## src/rtl/sfpd_pkg.sv

```systemverilog
// Shared types, constants and CRC helper for the sync-framed packet deframer.
package sfpd_pkg;

  localparam int unsigned PacketLength = 43;
  localparam int unsigned PosWidth     = 6;
  localparam int unsigned QueueDepth   = 4;

  localparam logic [PosWidth-1:0] PosFirstData = PosWidth'(2);
  localparam logic [PosWidth-1:0] PosCrcLow    = PosWidth'(PacketLength - 2);
  localparam logic [PosWidth-1:0] PosLast      = PosWidth'(PacketLength - 1);

  localparam logic [7:0]  SyncFirst  = 8'h4D;  // 'M'
  localparam logic [7:0]  SyncSecond = 8'h53;  // 'S'
  localparam logic [15:0] CrcInit    = 16'hFFFF;
  localparam logic [15:0] CrcPoly    = 16'h1021;
  localparam logic [15:0] CrcTop     = 16'h8000;
  localparam logic [15:0] LengthWord = 16'(PacketLength);

  localparam int unsigned CfgIdxWidth = 1;
  localparam logic [CfgIdxWidth-1:0] CfgExpectedVersion = 1'b0;
  localparam logic [CfgIdxWidth-1:0] CfgExpectedType    = 1'b1;

  // One packet byte handed from the front end to the back end
  typedef struct packed {
    logic [7:0]          data;
    logic [PosWidth-1:0] pos;
    logic                last;
  } item_t;

  // CRC-16/CCITT-FALSE update over one byte, MSB first
  function automatic logic [15:0] crc_byte(input logic [15:0] crc, input logic [7:0] b);
    logic [15:0] c;
    c = crc ^ {b, 8'h00};
    for (int k = 0; k < 8; k++) begin
      if ((c & CrcTop) != 16'h0000) begin
        c = (c << 1) ^ CrcPoly;
      end else begin
        c = c << 1;
      end
    end
    return c;
  endfunction

  // CRC state right after the sync pair
  localparam logic [15:0] CrcAfterSync = crc_byte(crc_byte(CrcInit, SyncFirst), SyncSecond);

endpackage

```

## src/rtl/sfpd_front.sv

```systemverilog
// Front end: sync hunt and byte position tracking, pushes packet bytes to the queue.
module sfpd_front (
  input  logic               clk_i,
  input  logic               rst_ni,
  input  logic               in_valid_i,
  output logic               in_ready_o,
  input  logic [7:0]         data_byte_i,
  input  logic               q_full_i,
  output logic               q_push_o,
  output sfpd_pkg::item_t    q_item_o
);

  typedef enum logic [1:0] {
    ST_HUNT,
    ST_SYNC1,
    ST_COLLECT
  } state_e;

  state_e                          state_q;
  logic [sfpd_pkg::PosWidth-1:0]   pos_q;
  logic                            accept;

  assign in_ready_o = !q_full_i;
  assign accept     = in_valid_i && in_ready_o;

  // Only bytes inside a packet go to the back end
  assign q_push_o       = accept && (state_q == ST_COLLECT);
  assign q_item_o.data  = data_byte_i;
  assign q_item_o.pos   = pos_q;
  assign q_item_o.last  = (pos_q == sfpd_pkg::PosLast);

  // Hunt for 'M','S', then count out the packet
  always_ff @(posedge clk_i or negedge rst_ni) begin
    if (!rst_ni) begin
      state_q <= ST_HUNT;
      pos_q   <= '0;
    end else if (accept) begin
      unique case (state_q)
        ST_HUNT: begin
          if (data_byte_i == sfpd_pkg::SyncFirst) begin
            state_q <= ST_SYNC1;
          end
        end
        ST_SYNC1: begin
          if (data_byte_i == sfpd_pkg::SyncSecond) begin
            state_q <= ST_COLLECT;
            pos_q   <= sfpd_pkg::PosFirstData;
          end else if (data_byte_i != sfpd_pkg::SyncFirst) begin
            state_q <= ST_HUNT;
          end
        end
        ST_COLLECT: begin
          if (pos_q == sfpd_pkg::PosLast) begin
            state_q <= ST_HUNT;
            pos_q   <= '0;
          end else begin
            pos_q <= pos_q + 1'b1;
          end
        end
        default: begin
          state_q <= ST_HUNT;
        end
      endcase
    end
  end

endmodule

```

## src/rtl/sfpd_fifo.sv

```systemverilog
// Short register queue that decouples the front end from the back end.
module sfpd_fifo #(
  parameter int unsigned Depth = sfpd_pkg::QueueDepth
) (
  input  logic             clk_i,
  input  logic             rst_ni,
  input  logic             push_i,
  input  sfpd_pkg::item_t  item_i,
  output logic             full_o,
  input  logic             pop_i,
  output logic             valid_o,
  output sfpd_pkg::item_t  item_o
);

  localparam int unsigned PtrW = (Depth > 1) ? $clog2(Depth) : 1;
  localparam int unsigned CntW = $clog2(Depth + 1);
  localparam logic [PtrW-1:0] PtrMax = PtrW'(Depth - 1);
  localparam logic [CntW-1:0] CntFull = CntW'(Depth);

  sfpd_pkg::item_t  mem_q [Depth];
  logic [PtrW-1:0]  wr_ptr_q, rd_ptr_q;
  logic [CntW-1:0]  cnt_q;
  logic             do_push, do_pop;

  assign full_o  = (cnt_q == CntFull);
  assign valid_o = (cnt_q != '0);
  assign item_o  = mem_q[rd_ptr_q];
  assign do_push = push_i && !full_o;
  assign do_pop  = pop_i && valid_o;

  // Storage, no reset needed
  always_ff @(posedge clk_i) begin
    if (do_push) begin
      mem_q[wr_ptr_q] <= item_i;
    end
  end

  // Pointers and fill count
  always_ff @(posedge clk_i or negedge rst_ni) begin
    if (!rst_ni) begin
      wr_ptr_q <= '0;
      rd_ptr_q <= '0;
      cnt_q    <= '0;
    end else begin
      if (do_push) begin
        wr_ptr_q <= (wr_ptr_q == PtrMax) ? '0 : wr_ptr_q + 1'b1;
      end
      if (do_pop) begin
        rd_ptr_q <= (rd_ptr_q == PtrMax) ? '0 : rd_ptr_q + 1'b1;
      end
      if (do_push && !do_pop) begin
        cnt_q <= cnt_q + 1'b1;
      end else if (do_pop && !do_push) begin
        cnt_q <= cnt_q - 1'b1;
      end
    end
  end

endmodule

```

## src/rtl/sfpd_back.sv

```systemverilog
// Back end: CRC, byte capture, packet checks, counters and the result register.
module sfpd_back (
  input  logic                clk_i,
  input  logic                rst_ni,
  input  logic                q_valid_i,
  input  sfpd_pkg::item_t     q_item_i,
  output logic                q_pop_o,
  input  logic [7:0]          expected_version_i,
  input  logic [7:0]          expected_type_i,
  output logic                out_valid_o,
  input  logic                out_ready_i,
  output logic                packet_ok_o,
  output logic [31:0]         sequence_res_o,
  output logic [15:0]         sample_rate_o,
  output logic [31:0]         date_packed_o,
  output logic [39:0]         time_packed_o,
  output logic [63:0]         stream_id_o,
  output logic [3:0]          stream_id_length_o,
  output logic signed [31:0]  x_value_o,
  output logic signed [31:0]  y_value_o,
  output logic signed [31:0]  z_value_o,
  output logic [31:0]         good_count_o,
  output logic [31:0]         bad_count_o
);

  localparam int unsigned LastStored = sfpd_pkg::PacketLength - 2;

  logic [7:0]   pkt_q [2:LastStored];
  logic [15:0]  crc_q, crc_src;
  logic [31:0]  good_q, good_d, bad_q, bad_d;
  logic         out_valid_q;
  logic         slot_free, do_pop, finish, ok;
  logic [63:0]  sid;

  // Identifier length: bytes before the first zero, at most eight
  function automatic logic [3:0] sid_len(input logic [63:0] s);
    logic [3:0] n;
    logic       ended;
    n     = '0;
    ended = 1'b0;
    for (int i = 0; i < 8; i++) begin
      if (s[8*i +: 8] == 8'h00) begin
        ended = 1'b1;
      end
      if (!ended) begin
        n = n + 1'b1;
      end
    end
    return n;
  endfunction

  assign slot_free = !out_valid_q || out_ready_i;
  // A last byte waits until the result register can take the packet
  assign do_pop    = q_valid_i && (!q_item_i.last || slot_free);
  assign q_pop_o   = do_pop;
  assign finish    = do_pop && q_item_i.last;

  // CRC restarts from the post-sync value at the first payload byte
  assign crc_src = (q_item_i.pos == sfpd_pkg::PosFirstData) ? sfpd_pkg::CrcAfterSync : crc_q;

  assign sid = {pkt_q[28], pkt_q[27], pkt_q[26], pkt_q[25],
                pkt_q[24], pkt_q[23], pkt_q[22], pkt_q[21]};

  // Header, length and CRC check on the final byte
  assign ok = (pkt_q[2] == expected_version_i)
           && (pkt_q[3] == expected_type_i)
           && ({pkt_q[5], pkt_q[4]} == sfpd_pkg::LengthWord)
           && ({q_item_i.data, pkt_q[LastStored]} == crc_q);

  // Saturating packet counters
  always_comb begin
    good_d = good_q;
    bad_d  = bad_q;
    if (ok) begin
      if (good_q != 32'hFFFF_FFFF) begin
        good_d = good_q + 32'd1;
      end
    end else if (bad_q != 32'hFFFF_FFFF) begin
      bad_d = bad_q + 32'd1;
    end
  end

  // Byte capture (stored bytes are read at fixed places only)
  always_ff @(posedge clk_i) begin
    if (do_pop && !q_item_i.last) begin
      pkt_q[q_item_i.pos] <= q_item_i.data;
    end
  end

  // Running CRC over bytes 2..40
  always_ff @(posedge clk_i or negedge rst_ni) begin
    if (!rst_ni) begin
      crc_q <= sfpd_pkg::CrcInit;
    end else if (do_pop && (q_item_i.pos < sfpd_pkg::PosCrcLow)) begin
      crc_q <= sfpd_pkg::crc_byte(crc_src, q_item_i.data);
    end
  end

  // Counters and result valid
  always_ff @(posedge clk_i or negedge rst_ni) begin
    if (!rst_ni) begin
      good_q      <= '0;
      bad_q       <= '0;
      out_valid_q <= 1'b0;
    end else begin
      if (finish) begin
        good_q      <= good_d;
        bad_q       <= bad_d;
        out_valid_q <= 1'b1;
      end else if (out_ready_i) begin
        out_valid_q <= 1'b0;
      end
    end
  end

  // Result payload
  always_ff @(posedge clk_i) begin
    if (finish) begin
      packet_ok_o        <= ok;
      sequence_res_o     <= {pkt_q[9], pkt_q[8], pkt_q[7], pkt_q[6]};
      sample_rate_o      <= {pkt_q[11], pkt_q[10]};
      date_packed_o      <= {pkt_q[13], pkt_q[12], pkt_q[14], pkt_q[15]};
      time_packed_o      <= {pkt_q[16], pkt_q[17], pkt_q[18], pkt_q[20], pkt_q[19]};
      stream_id_o        <= sid;
      stream_id_length_o <= sid_len(sid);
      x_value_o          <= {pkt_q[32], pkt_q[31], pkt_q[30], pkt_q[29]};
      y_value_o          <= {pkt_q[36], pkt_q[35], pkt_q[34], pkt_q[33]};
      z_value_o          <= {pkt_q[40], pkt_q[39], pkt_q[38], pkt_q[37]};
      good_count_o       <= good_d;
      bad_count_o        <= bad_d;
    end
  end

  assign out_valid_o = out_valid_q;

endmodule

```

## src/rtl/sync_framed_packet_deframer_crc16.sv

```systemverilog
// Top level of the sync-framed packet deframer with CRC-16 check.
// Throughput: one byte per cycle; the byte queue absorbs short output stalls.
// The final packet byte passes through the byte queue, then the back end loads the result
// register and raises out_valid_o.
// A stalled result holds the next packet's last byte at the head of the byte queue; input stalls
// only once the byte queue fills. Hunt bytes are never queued.
// Reset (async, active low) returns to sync hunt, clears counters and the queue.
module sync_framed_packet_deframer_crc16 #(
  parameter int unsigned QueueDepth = sfpd_pkg::QueueDepth
) (
  input  logic                                 clk_i,
  input  logic                                 rst_ni,
  input  logic                                 in_valid_i,
  output logic                                 in_ready_o,
  input  logic [7:0]                           data_byte_i,
  input  logic                                 cfg_we_i,
  input  logic [sfpd_pkg::CfgIdxWidth-1:0]     cfg_idx_i,
  input  logic [7:0]                           cfg_data_i,
  output logic                                 out_valid_o,
  input  logic                                 out_ready_i,
  output logic                                 packet_ok_o,
  output logic [31:0]                          sequence_res_o,
  output logic [15:0]                          sample_rate_o,
  output logic [31:0]                          date_packed_o,
  output logic [39:0]                          time_packed_o,
  output logic [63:0]                          stream_id_o,
  output logic [3:0]                           stream_id_length_o,
  output logic signed [31:0]                   x_value_o,
  output logic signed [31:0]                   y_value_o,
  output logic signed [31:0]                   z_value_o,
  output logic [31:0]                          good_count_o,
  output logic [31:0]                          bad_count_o
);

  logic             q_full, q_push, q_valid, q_pop;
  sfpd_pkg::item_t  q_in, q_out;
  logic [7:0]       exp_version_q, exp_type_q;

  // Configuration registers
  always_ff @(posedge clk_i or negedge rst_ni) begin
    if (!rst_ni) begin
      exp_version_q <= 8'd1;
      exp_type_q    <= 8'd1;
    end else if (cfg_we_i) begin
      unique case (cfg_idx_i)
        sfpd_pkg::CfgExpectedVersion: exp_version_q <= cfg_data_i;
        sfpd_pkg::CfgExpectedType:    exp_type_q    <= cfg_data_i;
        default: ;
      endcase
    end
  end

  sfpd_front u_front (
    .clk_i       (clk_i),
    .rst_ni      (rst_ni),
    .in_valid_i  (in_valid_i),
    .in_ready_o  (in_ready_o),
    .data_byte_i (data_byte_i),
    .q_full_i    (q_full),
    .q_push_o    (q_push),
    .q_item_o    (q_in)
  );

  sfpd_fifo #(
    .Depth (QueueDepth)
  ) u_fifo (
    .clk_i   (clk_i),
    .rst_ni  (rst_ni),
    .push_i  (q_push),
    .item_i  (q_in),
    .full_o  (q_full),
    .pop_i   (q_pop),
    .valid_o (q_valid),
    .item_o  (q_out)
  );

  sfpd_back u_back (
    .clk_i              (clk_i),
    .rst_ni             (rst_ni),
    .q_valid_i          (q_valid),
    .q_item_i           (q_out),
    .q_pop_o            (q_pop),
    .expected_version_i (exp_version_q),
    .expected_type_i    (exp_type_q),
    .out_valid_o        (out_valid_o),
    .out_ready_i        (out_ready_i),
    .packet_ok_o        (packet_ok_o),
    .sequence_res_o     (sequence_res_o),
    .sample_rate_o      (sample_rate_o),
    .date_packed_o      (date_packed_o),
    .time_packed_o      (time_packed_o),
    .stream_id_o        (stream_id_o),
    .stream_id_length_o (stream_id_length_o),
    .x_value_o          (x_value_o),
    .y_value_o          (y_value_o),
    .z_value_o          (z_value_o),
    .good_count_o       (good_count_o),
    .bad_count_o        (bad_count_o)
  );

endmodule

```

## config.mk

```make
export PLATFORM = sky130hd
export DESIGN_NAME = sync_framed_packet_deframer_crc16
export DESIGN_NICKNAME = d
export VERILOG_FILES = /design/src/rtl/sfpd_pkg.sv /design/src/rtl/sfpd_front.sv /design/src/rtl/sfpd_fifo.sv /design/src/rtl/sfpd_back.sv /design/src/rtl/sync_framed_packet_deframer_crc16.sv
export SDC_FILE = /design/constraint.sdc
export NUM_CORES = 1
export LEC_CHECK = 0
export ABC_CLOCK_PERIOD_IN_PS = 26100
export BUFFER_PORTS_ARGS = -buffer_cell sky130_fd_sc_hd__buf_2
export CAP_MARGIN = 20
export CORE_MARGIN = 1
export CORE_UTILIZATION = 32
export CTS_BUF_LIST = sky130_fd_sc_hd__clkbuf_4 sky130_fd_sc_hd__clkbuf_8
export DETAILED_ROUTE_END_ITERATION = 6
export GPL_ROUTABILITY_DRIVEN = 1
export HOLD_SLACK_MARGIN = 0.12
export SYNTH_ARGS = -nofsm -noshare
export SYNTH_HDL_FRONTEND = slang
export SYNTH_HIERARCHICAL = 1
export SYNTH_SLANG_ARGS = --single-unit
```

## constraint.sdc

```tcl
create_clock -name clk_i -period 26.1 [get_ports clk_i]
set_input_delay 2.61 -clock clk_i [delete_from_list [all_inputs] [get_ports clk_i]]
set_output_delay 2.61 -clock clk_i [all_outputs]
set_load 0.01 [all_outputs]
```

==> results_dict.tcl <==
set metrics [dict create \
    die_area_um2 96900 \
    tns_ns 0 \
    syn-num-nets 1712 \
    io_buffers 372 \
    finalMaxSlewViolations 0 \
    routedWlPerCell_um 19.9 \
    first_iter_violations 1132 \
    syn_inst 1675 \
    row_count 113 \
    tightest_slew_ns 1.09 \
    first_global_vias 16605 \
    dp.final_hpwl_um 43500 \
    synth_mux_area_share_pct 2.50 \
    placed_cell_area_um2 33900 \
    nNetsFinal 2189 \
    met1_usage_pct 17.4 \
    synth.yosys.seq_area_share_pct 80.8 \
    slew_headroom_pct 27.1 \
    ys_ff_latch 841 \
    fin_crit_ns 5.45 \
    crit_chain "buf_2 -> nand2b_1 -> nand3_1 -> buf_4 -> inv_8 -> buf_4 -> buf_4" \
    worst_setup_path_end_kind "flip-flop" \
    hold_class "reg -> reg" \
    core_um2 94900 \
    max_freq_mhz 184 \
    use_met2_pct 24.8 \
    clkSinkCount 841 \
    drtAntennaViolNets 0 \
    grt_first_pass_wirelength_um 104000 \
    layout-drive-gt1-share_pct 31.8 \
    synth_edf_count 729 \
    worstHoldEndpoint "u_back/y_value_o[6]" \
    crit_family "buffers and inverters" \
    die_height_um 311 \
    worstHoldStart "u_back/pkt_q[33][6]" \
    crit_required_ns 26.50 \
    synthSimpleGateAreaFrac_pct 8.25 \
    grt_max_degree 138 \
    vias 16096 \
    ir_worst_vdd_v 0.0000470 \
    rr_endpoint "u_back/x_value_o[16]" \
    synth_top_family_by_area "simple AND/OR/NAND/NOR gates" \
    crit_buf_inv 5 \
    cts_setup_buffers 0 \
    crit_top_cell "buf_4" \
    fp.dieW_um 311 \
    reg2reg_depth 6 \
    synthArstFlopShare_pct 13.3 \
    r2r_start "u_fifo/rd_ptr_q[1]" \
    grt_overflow 0 \
    clk_pin_slew_ns 0.06 \
    place_congestion 0.795 \
    cts-resized-gates 0 \
    cts-root-buf "clkbuf_8" \
    final_util_pct 38.7 \
    slowest_stage "buf_4" \
    synth-compound-area-share_pct 1.24 \
    outcome "completed" \
    slowest_delay_ns 0.85 \
    layout_commonest_cell "edfxtp_1" \
    pwr_density_cell_nw_per_um2 96.0 \
    drv_cap 0 \
    cts_tree "done" \
    rsz0062_at_grt "false" \
    final_cell_area_um2 36700 \
    clock_latency_ns 0.79 \
    p_leak_nw 13.4 \
    crit_fanout 137 \
    cts_max_level 4 \
    io_pins 373 \
    vias_per_cell 4.57 \
    area_growth_pct 19.9 \
    initial_core_util_pct 32.3 \
    wirelength_um 70100 \
    layout_common_cells "729 x edfxtp_1, 371 x buf_2, 146 x clkbuf_8" \
    hold_buffers 0 \
    finalHoldViolCount 0 \
    min_path_cells 0 \
    skew_ns 0.0346 \
    route.detailed.drc 0 \
    finalSetupViolations 0 \
    cts-buffers-inserted 136 \
    antenna_found_initial 10 \
    synthDistinctLibCells 71 \
    synth_fa_ha_area_share_pct 0.638 \
    yosysWarnings 6 \
    dr.pass1.iters 5 \
    top_usage_layer "met2" \
    grtUsageTotal_pct 14.4 \
    min_period_over_period_pct 20.9 \
    ys.flop_type "edfxtp_1" \
    avgSynthCellArea_um2 18.3 \
    syn_area_um2 30600 \
    cts_buffer_depth 3 \
    criticalPathCategory "in -> reg" \
    arrival_ns 5.85 \
    cp-start-kind "input pin" \
    synth-xor-area-share_pct 5.35 \
    rrSetupSlack_ns 21.57 \
    grt_use_met3_pct 3.39 \
]
==> layout make-up <==
type,instances,area [µm²]
well taps,1265,1580
multi-input cells,763,5500
repair buffers,390,2030
flip-flops and latches,841,24700
fillers,8616,58200
diodes,3,7.51
inverters,20,82.6
clock buffers,182,2280
clock inverters,60,479
==> worst max-delay path by stage <==
stage	from	to	slack [ns]	depth (start not counted)
2_1_floorplan	out_ready_i	u_back/bad_q[16]	12.19	6
3_3_place_gp	out_ready_i	u_back/date_packed_o[15]	20.04	7
3_5_place_dp	out_ready_i	u_back/date_packed_o[15]	19.89	7
4_1_cts	out_ready_i	u_back/x_value_o[16]	20.78	7
5_1_grt	out_ready_i	u_back/x_value_o[20]	20.43	7
6_report	out_ready_i	u_back/x_value_o[16]	20.65	7
==> Yosys cell counts, drive strengths merged (6+ instances only) <==
cell	n	area (µm²)
edfxtp	729	21900
nor2	114	435
xnor2	100	876
dfrtp	94	2350
xor2	87	762
nand2	83	322
nand3	59	305
nor3	46	352
nand4	35	219
buf	34	238
mux2	33	417
nor4	28	218
o21ai	25	136
inv	20	75.1
dfstp	18	473
clkbuf	17	67.6
and3	16	100
mux4	15	349
ha	14	175
and2	13	86.3
and4	10	87.6
or4	10	78.8
a21oi	9	45.0
a31oi	8	50.1
nand2b	8	57.6
or3	7	48.8
or2	6	37.5
==> kinds of logic after synthesis <==
kind of cell / count (synthesis)
flops: 841
simple gates: 453
xor+xnor: 187
buf+inv: 71
compound gates: 60
mux: 48
fa+ha+maj: 15
==> where the power goes <==
group | total (W) | leakage (nW) | switching (W) | internal (W)
clock network | 0.00114 | 1.45 | 0.000516 | 0.000625
registers | 0.00177 | 8.10 | 0.0000796 | 0.00169
logic | 0.000609 | 3.86 | 0.000396 | 0.000214
total | 0.00352 | 13.4 | 0.000991 | 0.00253
==> sequential cells by signal, indices dropped and copies added (netlist names), 32 cells and up <==
signal	cells
u_fifo/mem_q	60
u_back/y_value_o	32
u_back/stream_id_o	64
u_back/z_value_o	32
u_back/pkt_q	320
u_back/good_q	32
u_back/bad_q	32
u_back/bad_count_o	32
u_back/sequence_res_o	32
u_back/time_packed_o	40
u_back/good_count_o	32
u_back/date_packed_o	32
u_back/x_value_o	32
==> per-stage QoR <==
stage,hold WS (ns),setup WS (ns),total power [W],instances
floorplan,0.400,12.19,0.00210,1675
global placement,0.400,20.04,0.00241,3277
detailed placement,0.405,19.89,0.00242,3277
CTS,0.389,20.78,0.00358,3519
global route,0.396,20.43,0.00369,3523
finish,0.391,20.65,0.00352,3524
==> metal layers <==
layer / vias to the layer above / wire length, µm
met3: 128 / 3860
met4: 4 / 1700
met2: 555 / 35800
met1: 8127 / 28700
li1: 7282 / -
met5: - / 22
No activity file was read; power rests on OpenSTA's default activity.
